<file path="src/sv/lzp_pkg.sv">
// Shared types and constants for the LZ token stream parser.
package lzp_pkg;

    // Result kind codes.
    localparam logic [1:0] KIND_LIT   = 2'd0;
    localparam logic [1:0] KIND_MATCH = 2'd1;
    localparam logic [1:0] KIND_END   = 2'd2;
    localparam logic [1:0] KIND_ERR   = 2'd3;

    // The end token reports the decoded length clipped to 24 bits.
    localparam logic [23:0] TOTAL_MAX = 24'hFFFFFF;

    // Result queue geometry: room for two pushes on top of two held entries.
    localparam int QDEPTH = 4;
    localparam int QCNT_W = 3;

    // One result beat.
    typedef struct packed {
        logic [1:0]  kind;
        logic [7:0]  lit_byte;
        logic [14:0] match_length;
        logic [21:0] match_distance;
        logic [23:0] total_length;
        logic        last;
    } result_t;

endpackage

</file>
<file path="src/sv/lz_token_stream_parser_core.sv">
// Top level of the LZ token stream parser: token decode, state and result queue.
//
// The parser takes one compressed byte per cycle while its result queue has room
// and puts out literal beats, match commands (length and backward distance), an end
// beat with the saturated decoded length, or an error beat for the reserved tag;
// after an end or error beat it drops all input until reset. Each byte is decoded
// in the cycle it is accepted and its results, up to two, enter a four-entry result
// queue, which registers them before they reach the output. Input is taken whenever
// the queue holds two or fewer results, so with a downstream that takes a beat every
// cycle the sustained rate is one byte per cycle; the literal that closes a match
// token yields two beats, the literal and its match command.
module lz_token_stream_parser_core
    import lzp_pkg::*;
#(
    parameter int OUT_COUNT_BITS = 24
)
(
    input  logic        clk,
    input  logic        rst_n,
    input  logic        in_valid,
    output logic        in_ready,
    input  logic [7:0]  in_byte,
    output logic        out_valid,
    input  logic        out_ready,
    output logic [1:0]  kind,
    output logic [7:0]  lit_byte,
    output logic [14:0] match_length,
    output logic [21:0] match_distance,
    output logic [23:0] total_length,
    output logic        last
);

    localparam logic [1:0] PH_TOKEN  = 2'd0;
    localparam logic [1:0] PH_HEADER = 2'd1;
    localparam logic [1:0] PH_LITS   = 2'd2;
    localparam logic [1:0] PH_HALT   = 2'd3;

    localparam int WB = (OUT_COUNT_BITS > 24) ? OUT_COUNT_BITS : 24;

    logic [1:0]                phase_reg, phase_next;
    logic [47:0]               hdr_reg, hdr_next;
    logic [2:0]                hcnt_reg, hcnt_next;
    logic [12:0]               lits_reg, lits_next;
    logic                      mpend_reg, mpend_next;
    logic [14:0]               plen_reg, plen_next;
    logic [21:0]               pdist_reg, pdist_next;
    logic [OUT_COUNT_BITS-1:0] bytes_reg, bytes_next;

    logic                      in_accept;
    logic                      room;
    logic [1:0]                push_n;
    result_t [1:0]             push_data;
    result_t                   head;

    logic [47:0]               hdr_new;
    logic [2:0]                hcnt_new;
    logic                      hd_done;
    logic                      hd_match;
    logic [12:0]               hd_rl;
    logic [14:0]               hd_len;
    logic [21:0]               hd_dist;
    logic [2:0]                lm_p;
    logic [2:0]                lm_need;
    logic [23:0]               lm_t2;
    logic [9:0]                lr_units;

    logic [15:0]               add_amt;
    logic [OUT_COUNT_BITS:0]   sum;
    logic [WB-1:0]             bytes_wide;
    logic [23:0]               total24;
    logic [12:0]               lits_dec;

    assign in_ready  = room;
    assign in_accept = in_valid && in_ready;

    // Header byte merge: the new byte lands at the current count.
    always_comb
    begin
        for (int k = 0; k < 6; k++)
        begin
            hdr_new[8*k +: 8] = (hcnt_reg == 3'(k)) ? in_byte : hdr_reg[8*k +: 8];
        end
    end
    assign hcnt_new = hcnt_reg + 3'd1;

    // Long match layout: the length field takes one or two bytes, the distance two or three.
    assign lm_p     = hdr_new[8] ? 3'd3 : 3'd2;
    assign lm_t2    = hdr_new[8] ? hdr_new[47:24] : hdr_new[39:16];
    assign lm_need  = lm_p + (lm_t2[0] ? 3'd3 : 3'd2);
    assign lr_units = 10'(hdr_new[15:7]) + 10'd1;

    // Header completion and field extraction, selected by the first clear bit of byte 0.
    always_comb
    begin
        hd_match = 1'b1;
        hd_rl    = '0;
        hd_len   = '0;
        hd_dist  = '0;
        hd_done  = 1'b0;
        priority if (!hdr_new[0])
        begin
            hd_done = (hcnt_new >= 3'd2);
            hd_rl   = 13'(hdr_new[3:1]);
            hd_len  = 15'(hdr_new[6:4]) + 15'd3;
            hd_dist = 22'(hdr_new[15:7]);
        end
        else if (!hdr_new[1])
        begin
            hd_done = (hcnt_new >= 3'd3);
            hd_rl   = 13'(hdr_new[4:2]);
            hd_len  = 15'(hdr_new[10:5]) + 15'd4;
            hd_dist = 22'(hdr_new[23:11]);
        end
        else if (!hdr_new[2])
        begin
            hd_done = (hcnt_new >= 3'd4);
            hd_rl   = 13'(hdr_new[5:3]);
            hd_len  = 15'(hdr_new[14:6]) + 15'd4;
            hd_dist = 22'(hdr_new[31:15]);
        end
        else if (!hdr_new[4])
        begin
            hd_done = (hcnt_new >= lm_need);
            hd_rl   = 13'(hdr_new[7:5]);
            hd_len  = hdr_new[8] ? (15'(hdr_new[23:10]) + 15'd4)
                                 : (15'(hdr_new[15:9]) + 15'd4);
            hd_dist = lm_t2[0] ? lm_t2[23:2] : 22'(lm_t2[15:1]);
        end
        else
        begin
            // Long raw run.
            hd_done  = (hcnt_new >= 3'd2);
            hd_match = 1'b0;
            hd_rl    = {lr_units, 3'b000};
        end
    end

    // Decoded length as reported by the end token.
    assign bytes_wide = WB'(bytes_reg);
    assign total24    = (bytes_wide > WB'(TOTAL_MAX)) ? TOTAL_MAX : bytes_wide[23:0];
    assign lits_dec   = lits_reg - 13'(lits_reg != '0);

    // Per-beat decode: next state and the results this byte causes.
    always_comb
    begin
        phase_next = phase_reg;
        hdr_next   = hdr_reg;
        hcnt_next  = hcnt_reg;
        lits_next  = lits_reg;
        mpend_next = mpend_reg;
        plen_next  = plen_reg;
        pdist_next = pdist_reg;
        push_n     = 2'd0;
        push_data  = '0;
        add_amt    = '0;
        if (in_accept)
        begin
            unique case (phase_reg)
                PH_TOKEN:
                begin
                    priority if (in_byte[3:0] == 4'h7)
                    begin
                        lits_next  = 13'({5'(in_byte[7:4]) + 5'd1, 3'b000});
                        mpend_next = 1'b0;
                        phase_next = PH_LITS;
                    end
                    else if (in_byte[5:0] == 6'h1F)
                    begin
                        if (in_byte[7:6] == 2'd0)
                        begin
                            push_n                    = 2'd1;
                            push_data[0].kind         = KIND_END;
                            push_data[0].total_length = total24;
                            push_data[0].last         = 1'b1;
                            phase_next                = PH_HALT;
                        end
                        else
                        begin
                            lits_next  = 13'(in_byte[7:6]);
                            mpend_next = 1'b0;
                            phase_next = PH_LITS;
                        end
                    end
                    else if (in_byte[6:0] == 7'h7F)
                    begin
                        push_n            = 2'd1;
                        push_data[0].kind = KIND_ERR;
                        push_data[0].last = 1'b1;
                        phase_next        = PH_HALT;
                    end
                    else
                    begin
                        hdr_next   = {40'd0, in_byte};
                        hcnt_next  = 3'd1;
                        phase_next = PH_HEADER;
                    end
                end
                PH_HEADER:
                begin
                    hdr_next  = hdr_new;
                    hcnt_next = hcnt_new;
                    if (hd_done)
                    begin
                        hcnt_next  = 3'd0;
                        lits_next  = hd_rl;
                        mpend_next = hd_match;
                        plen_next  = hd_len;
                        pdist_next = hd_dist;
                        phase_next = PH_LITS;
                        // A match with no literals issues its command right away.
                        if (hd_match && (hd_rl == '0))
                        begin
                            push_n                      = 2'd1;
                            push_data[0].kind           = KIND_MATCH;
                            push_data[0].match_length   = hd_len;
                            push_data[0].match_distance = hd_dist;
                            push_data[0].last           = 1'b1;
                            add_amt                     = 16'(hd_len);
                            mpend_next                  = 1'b0;
                            phase_next                  = PH_TOKEN;
                        end
                    end
                end
                PH_LITS:
                begin
                    push_n                = 2'd1;
                    push_data[0].kind     = KIND_LIT;
                    push_data[0].lit_byte = in_byte;
                    push_data[0].last     = 1'b1;
                    add_amt               = 16'd1;
                    lits_next             = lits_dec;
                    if (lits_dec == '0)
                    begin
                        phase_next = PH_TOKEN;
                        if (mpend_reg)
                        begin
                            push_n                      = 2'd2;
                            push_data[0].last           = 1'b0;
                            push_data[1].kind           = KIND_MATCH;
                            push_data[1].match_length   = plen_reg;
                            push_data[1].match_distance = pdist_reg;
                            push_data[1].last           = 1'b1;
                            add_amt                     = 16'(plen_reg) + 16'd1;
                            mpend_next                  = 1'b0;
                        end
                    end
                end
                PH_HALT:
                begin
                    // Input is dropped until reset.
                end
            endcase
        end
    end

    // Saturating output byte count.
    assign sum        = {1'b0, bytes_reg} + (OUT_COUNT_BITS + 1)'(add_amt);
    assign bytes_next = sum[OUT_COUNT_BITS] ? '1 : sum[OUT_COUNT_BITS-1:0];

    always_ff @(posedge clk or negedge rst_n)
    begin
        if (!rst_n)
        begin
            phase_reg <= PH_TOKEN;
            hdr_reg   <= '0;
            hcnt_reg  <= '0;
            lits_reg  <= '0;
            mpend_reg <= 1'b0;
            plen_reg  <= '0;
            pdist_reg <= '0;
            bytes_reg <= '0;
        end
        else
        begin
            phase_reg <= phase_next;
            hdr_reg   <= hdr_next;
            hcnt_reg  <= hcnt_next;
            lits_reg  <= lits_next;
            mpend_reg <= mpend_next;
            plen_reg  <= plen_next;
            pdist_reg <= pdist_next;
            if (in_accept)
            begin
                bytes_reg <= bytes_next;
            end
        end
    end

    // Result queue decouples the output handshake from decode.
    lzp_result_queue u_queue
    (
        .clk        (clk),
        .rst_n      (rst_n),
        .push_n     (push_n),
        .push_data  (push_data),
        .pop_ready  (out_ready),
        .head_valid (out_valid),
        .head       (head),
        .room       (room)
    );

    assign kind           = head.kind;
    assign lit_byte       = head.lit_byte;
    assign match_length   = head.match_length;
    assign match_distance = head.match_distance;
    assign total_length   = head.total_length;
    assign last           = head.last;

endmodule

</file>
<file path="src/sv/lzp_result_queue.sv">
// Small shifting result queue: up to two pushes and one pop per cycle.
module lzp_result_queue
    import lzp_pkg::*;
(
    input  logic              clk,
    input  logic              rst_n,
    input  logic [1:0]        push_n,
    input  result_t [1:0]     push_data,
    input  logic              pop_ready,
    output logic              head_valid,
    output result_t           head,
    output logic              room
);

    result_t               ent_reg  [QDEPTH];
    result_t               ent_next [QDEPTH];
    logic [QCNT_W-1:0]     count_reg;
    logic [QCNT_W-1:0]     count_next;
    logic                  pop;
    logic [QCNT_W-1:0]     base;

    // The head entry always sits in slot zero.
    assign head_valid = (count_reg != '0);
    assign head       = ent_reg[0];
    assign pop        = head_valid && pop_ready;

    // Two free slots are needed to take any input beat.
    assign room = (count_reg <= QCNT_W'(QDEPTH - 2));

    assign base       = count_reg - QCNT_W'(pop);
    assign count_next = base + QCNT_W'(push_n);

    // Shift on pop, then drop new results in behind the survivors.
    always_comb
    begin
        for (int i = 0; i < QDEPTH; i++)
        begin
            ent_next[i] = ent_reg[i];
        end
        if (pop)
        begin
            for (int i = 0; i < QDEPTH - 1; i++)
            begin
                ent_next[i] = ent_reg[i + 1];
            end
        end
        for (int i = 0; i < QDEPTH; i++)
        begin
            if ((push_n != 2'd0) && (base == QCNT_W'(i)))
            begin
                ent_next[i] = push_data[0];
            end
            if ((push_n == 2'd2) && ((base + QCNT_W'(1)) == QCNT_W'(i)))
            begin
                ent_next[i] = push_data[1];
            end
        end
    end

    // Entry payload needs no reset.
    always_ff @(posedge clk)
    begin
        for (int i = 0; i < QDEPTH; i++)
        begin
            ent_reg[i] <= ent_next[i];
        end
    end

    always_ff @(posedge clk or negedge rst_n)
    begin
        if (!rst_n)
        begin
            count_reg <= '0;
        end
        else
        begin
            count_reg <= count_next;
        end
    end

endmodule

</file>
<file path="config.mk">
export PLATFORM = sky130hd
export DESIGN_NAME = lz_token_stream_parser_core
export DESIGN_NICKNAME = d
export VERILOG_FILES = /design/src/sv/lzp_pkg.sv /design/src/sv/lz_token_stream_parser_core.sv /design/src/sv/lzp_result_queue.sv
export SDC_FILE = /design/constraint.sdc
export NUM_CORES = 1
export LEC_CHECK = 0
export BUFFER_PORTS_ARGS = -buffer_cell sky130_fd_sc_hd__buf_4
export CORE_UTILIZATION = 55
export DETAILED_ROUTE_END_ITERATION = 10
export GPL_TIMING_DRIVEN = 0
export PLACE_DENSITY = 0.72
export SLEW_MARGIN = 0
export SYNTH_ARGS = -nofsm -noshare
export SYNTH_HDL_FRONTEND = slang
export SYNTH_SLANG_ARGS = --single-unit
</file>
<file path="constraint.sdc">
create_clock -name clk -period 8.22 [get_ports clk]
set_input_delay 1.644 -clock clk [delete_from_list [all_inputs] [get_ports clk]]
set_output_delay 1.644 -clock clk [all_outputs]
set_load 0.05 [all_outputs]
</file>
# After elaboration in Yosys (flattened, before gate mapping)
# Memory sizes are Yosys's and may differ from the RTL's.
# Index checks and enable logic that the tools add are counted.
# classes
addsub,15
mul,0
div_mod_pow,0
magnitude_cmp,6
n_eq_ne,24
shifts,0
muxes,119
bitwise_logic,0
reduce_logical,28
# op_table
op,n
72-bit two-way mux,8
37-bit two-way mux,7
216-bit two-way mux,1
48-bit two-way mux,3
24-bit two-way mux,5
22-bit two-way mux,5
13-bit two-way mux,8
48-bit case mux with 2 select lines,1
15-bit two-way mux,6
73-bit two-way mux,1
16-bit two-way mux,4
8-bit two-way mux,7
25-bit two-way mux,2
13-bit case mux with 3 select lines,1
1-bit two-way mux,34
16-bit case mux with 2 select lines,1
2-bit two-way mux,15
13-bit logical NOT,2
24-bit by 16-bit adder with 25-bit output,1
24-bit > comparator (second input constant),1
3-bit by 2-bit equality test with 1-bit output (second input constant),6
15-bit by 1-bit adder with 16-bit output (second input constant),1
14-bit by 3-bit adder with 15-bit output (second input constant),1
13-bit nonzero test,1
38 further kinds,70
# word_totals
ff_bits,131
latchBits,0
ramBits,288
rom_bits,0
in_bits,12
out_inout_bits,74
elab_cells,202
mem_count,1
# memory_table
name,words,word_bits,rd,rd_ports_with_merged_regs,wr,line_no,text
u_queue.ent_reg,4,72,4,0,4,lzp_result_queue.sv:15,result_t ent_reg [QDEPTH];

# Longest topological paths before layout
# depth
depth_word,17
depth_mapped,29

# Hierarchy
# Synthesis repeated with hierarchy kept, for this count alone.
# hier_totals
hier_cells,2810
hier_area_um2,26778.2
# by_module_without_submodules
module,n_inst,cells_per_inst,area_each_um2,seq_area_each_um2
lzp_result_queue,1,1491,16274.4,8723.4
lz_token_stream_parser_core,1,1319,10503.8,3203.1

# Worst setup path before layout
# OpenSTA, ideal clock, no wires.
# synth_timing
path_type,in2reg
from,in in_byte[0]
to,reg bytes_reg[10]
t_arrival_ns,7.140
setup_slack_ns,0.959
cell_stages,27
cell_sequence,clkbuf_1 mux2i_2 clkinv_1 mux2i_1 buf_2 ha_1 ha_1 nand2b_1 a21oi_1 a2bb2oi_1 o2111ai_2 and3_1 buf_2 a22oi_1 nor2_1 ha_1 fa_1 a21o_1 a21oi_1 o21bai_1 a21oi_1 o311ai_0 o21ai_0 nor3b_1 o31ai_1 clkbuf_1 o22a_1
# synth_between
elab_chain_len,14
# synth_rtl
item,line_no,text
"start, declared",lz_token_stream_parser_core.sv:22,"input logic [7:0] in_byte,"
8-bit two-way mux,lz_token_stream_parser_core.sv:81,hdr_new[8*k +: 8] = (hcnt_reg == 3'(k)) ? in_byte : hdr_reg[8*k +: 8];
9-bit by 1-bit adder with 10-bit output or 24-bit two-way mux (tied branches),"lz_token_stream_parser_core.sv:90, lz_token_stream_parser_core.sv:88",
13-bit two-way mux or 1-bit two-way mux (tied branches),"lz_token_stream_parser_core.sv:121, lz_token_stream_parser_core.sv:89",
13-bit two-way mux or 2-bit by 2-bit adder with 3-bit output (tied branches),"lz_token_stream_parser_core.sv:114, lz_token_stream_parser_core.sv:89",
13-bit two-way mux or 3-bit greater-or-equal comparator (tied branches),"lz_token_stream_parser_core.sv:107, lz_token_stream_parser_core.sv:123",
13-bit two-way mux or 1-bit two-way mux (tied branches),"lz_token_stream_parser_core.sv:100, lz_token_stream_parser_core.sv:121",
13-bit logical NOT or 1-bit two-way mux (tied branches),"lz_token_stream_parser_core.sv:211, lz_token_stream_parser_core.sv:114",
1-bit logical AND or 1-bit two-way mux (tied branches),"lz_token_stream_parser_core.sv:211, lz_token_stream_parser_core.sv:107",
15-bit two-way mux or 1-bit two-way mux (tied branches),"lz_token_stream_parser_core.sv:211, lz_token_stream_parser_core.sv:100",
16-bit two-way mux (*),lz_token_stream_parser_core.sv:202,if (hd_done)
16-bit case mux with 2 select lines (*),lz_token_stream_parser_core.sv:158,unique case (phase_reg)
16-bit two-way mux (*),lz_token_stream_parser_core.sv:156,if (in_accept)
24-bit by 16-bit adder with 25-bit output (*),lz_token_stream_parser_core.sv:257,"assign sum = {1'b0, bytes_reg} + (OUT_COUNT_BITS + 1)'(add_amt);"
24-bit two-way mux (*),lz_token_stream_parser_core.sv:258,assign bytes_next = sum[OUT_COUNT_BITS] ? '1 : sum[OUT_COUNT_BITS-1:0];
"end signal, assigned",lz_token_stream_parser_core.sv:284,bytes_reg <= bytes_next;
"end, declared",lz_token_stream_parser_core.sv:47,"logic [OUT_COUNT_BITS-1:0] bytes_reg, bytes_next;"
# Every way passes the cells marked *; elsewhere a longest branch is shown, timed or not.
# A chain may end at the register's enable or synchronous reset.

# Worst setup path in the final report
# layout_timing
from,in in_byte[0]
to,reg bytes_reg[7]
# Same word-level chain as after synthesis.

==> flow_summary.yaml <==
global_routing:
  grt_pass1_wl_um: 112000
  grt_max_degree: 68
  grt_usage_pct: 34.3
  grt_overflow: 0
  antenna_found_initial: 1
  grt_pass1_vias: 19368
critical_path:
  slowest_stage: "fa_1"
  crit_arrival_ps: 8120
  r2r_start: "hcnt_reg[0]"
  crit_path_start_kind: "primary input"
  regToRegSetupSlack_ps: 630
  required_ps: 8690
  cp_common_cell: "ha_1"
  crit_fanout: 14
  critPathKind: "in -> reg"
  crit_start: "in_byte[0]"
  critPathCaptureType: "flop"
  cpPeakStageDelay_ps: 410
finish:
  finalNonFillerCells: 3110
  antenna_cells: 0
  fillers: 3455
  drive_above_1_share_pct: 11.0
  nNetsFinal: 2598
  largest_reg_flops: 288
  area_delta_synth_final_pct: 12.4
  fin_util_pct: 62.9
timing:
  max_slew_margin_pct: 25.8
  clock_skew_ps: 17.5
  rsz0062_at_grt: "false"
  setup_viol: 0
  hold_ws_ps: 453
  min_period_ps: 7650
  maxSlewViolCount: 0
  min_period_over_period_pct: 93.0
  worst_pin_slew_ps: 1080
  hold_viol_final: 0
  max_freq_mhz: 131
synthesis:
  ys_warn_count: 0
  syn_area_um2: 23000
  yosys.area.top_type: "edfxtp_1"
  syn_inst: 2408
  synth_edf_count: 156
  syn-num-nets: 2465
  ys_types: 80
  ys_seq_elements: 419
  syn_area_per_cell_um2: 9.54
  ys.flop_type: "edfxtp_1"
  yosysTopAreaCellShare_pct: 20.4
  seq_area_frac_synth_pct: 46.2
  synth_area_leaders: "edfxtp_1 (20%), dfrtp_1 (14%), dfxtp_1 (12%)"
  async_flop_share_pct: 31.3
job:
  drv_cap: 0
clock_tree:
  cts_tree: "yes"
  cts_setup_buffers: 0
  clockBufferDepth: 3
  root_buffer: "clkbuf_16"
  cts-buffers-inserted: 46
  hold_buffers: 0
  clk_latency_ps: 600
  clkSinkCount: 419
  h-tree-depth: 2
  clk_pin_slew_ps: 60
route:
  drt_first_pass_iters: 9
  drt_iter0_markers: 2137
  drc: 6
  viasPerCell: 6.49
  wl_per_cell_um: 23.3
  ant_nets: 0
  routed_wl_um: 72600
  vias: 20197
min_path:
  worstHoldPathType: "reg -> reg"
  worstHoldStart: "u_queue.ent_reg[3][8]"
floorplanning:
  core_area_um2: 41000
  initial_core_util_pct: 56.0
  dieArea_um2: 42600
  row_count: 74
  ios: 86
  die_h_um: 206
  fp.dieW_um: 206
place:
  port_buffers: 83
  dp_cells: 3027
  dpl.hpwl_um: 52700
  gp_congestion: 0.960
outcome:
  violations: "DRC"
  status: "finished with violations"
power_and_ir_drop:
  ir_drop_v: 0.000187
  power_w: 0.00836
  p_per_area_nw_per_um2: 324
  p_leak_nw: 9.43
[timing repair]
action                     4_1_cts  5_1_grt
pin swaps                        0        0
setup endpoints to repair       10       24
cloned                           0        0
gates resized for setup          2        3
[cells in the final DEF, fill, tap and decap left out, types with 19 or more instances in the layout]
cell       count
mux2i_1      162
o22ai_1      116
and2_1       102
buf_4         85
a21oi_1       75
o22a_1        23
dfxtp_1      132
edfxtp_1     156
o21ai_0      132
clkbuf_1     125
nor3_1        19
mux2_2        20
xnor2_1       37
clkbuf_16     49
dfrtp_1      131
buf_2         58
ha_1          43
a211oi_1     209
inv_1         43
nand2_1      333
nand3_1       93
nor2_1       116
xor2_1        20
[critical path: cells and delay by family]
kind	cells	cell delay, ps
multiplexers	2	710
buffers and inverters	5	1310
adder cells (fa/ha/maj)	4	1210
AO/OA/AOI/OAI	12	2490
AND/OR/NAND/NOR	4	750
[worst paths after layout]
path | depth (start not counted) | end
worst min-delay path | 2 | u_queue.ent_reg[3][8]
min in group asynchronous | 1 | hdr_reg[8]
worst min register to register | 2 | u_queue.ent_reg[3][8]
worst max register to register | 23 | bytes_reg[7]
max in group asynchronous | 2 | bytes_reg[19]
worst max-delay path | 27 | bytes_reg[7]
[power by group]
| group | internal, W | total, W | switching [W] |
|---|---|---|---|
| logic | 0.00112 | 0.00338 | 0.00226 |
| registers | 0.00272 | 0.00297 | 0.000255 |
| clock network | 0.00112 | 0.00200 | 0.000881 |
| total | 0.00496 | 0.00836 | 0.00339 |
[synthesized netlist by cell type, types with 14 or more instances]
master and count:
nor3_1 19, a22o_1 16, a21oi_1 76, buf_2 58
o21ai_0 132, inv_1 43, nand3_1 93, nor2_1 116
xor2_1 20, mux2i_1 164, o22ai_1 116, dfxtp_1 132
ha_1 43, clkbuf_1 115, xnor2_1 37, o22a_1 23
edfxtp_1 156, a31oi_1 15, a211oi_1 209, and3_1 14
dfrtp_1 131, nor2b_1 14, o221ai_1 18, nand2_1 334
mux2_2 20, and2_1 102
[metrics by stage]
step	TNS, ps	area [um^2]	setup WS (ps)
after floorplan	0	23000	959
after global placement	-51990	24300	-706
after detailed placement	-14100	24400	-829
after CTS	0	25800	80.3
after global routing	0	25800	172
final	0	25800	575
[cells by family (layout without fill, tap and decap cells)]
family / after synthesis / in the layout / share of synthesized area, %
simple gates: 771 / 771 / 15.9
compound gates: 693 / 693 / 20.5
flops: 419 / 419 / 46.2
buf+inv: 235 / 405 / 4.33
mux: 188 / 188 / 8.41
xor+xnor: 57 / 57 / 2.17
fa+ha+maj: 45 / 45 / 2.52
[area by class of cell]
| cell class | count | area (um^2) | area share, % |
|---|---|---|---|
| Multi-Input combinational cell | 1754 | 11400 | 44.2 |
| Buffer | 187 | 817 | 3.16 |
| Inverter | 46 | 173 | 0.669 |
| Clock inverter | 20 | 118 | 0.456 |
| Tap cell | 532 | 666 | 2.58 |
| Sequential cell | 419 | 10600 | 41.1 |
| Clock buffer | 65 | 1320 | 5.10 |
| Timing Repair Buffer | 87 | 722 | 2.80 |
[routing by layer]
metal	share of wire (%)	routed length (um)	up-vias	track usage, %
met3	7.3	5310	182	5.00
li1	-	-	9213	-
met4	4.5	3300	2	15.5
met1	41	30000	9877	45.0
met5	0.015	11	-	0
met2	47	33900	923	55.9
Note: power is estimated with default switching activity, not from simulation.
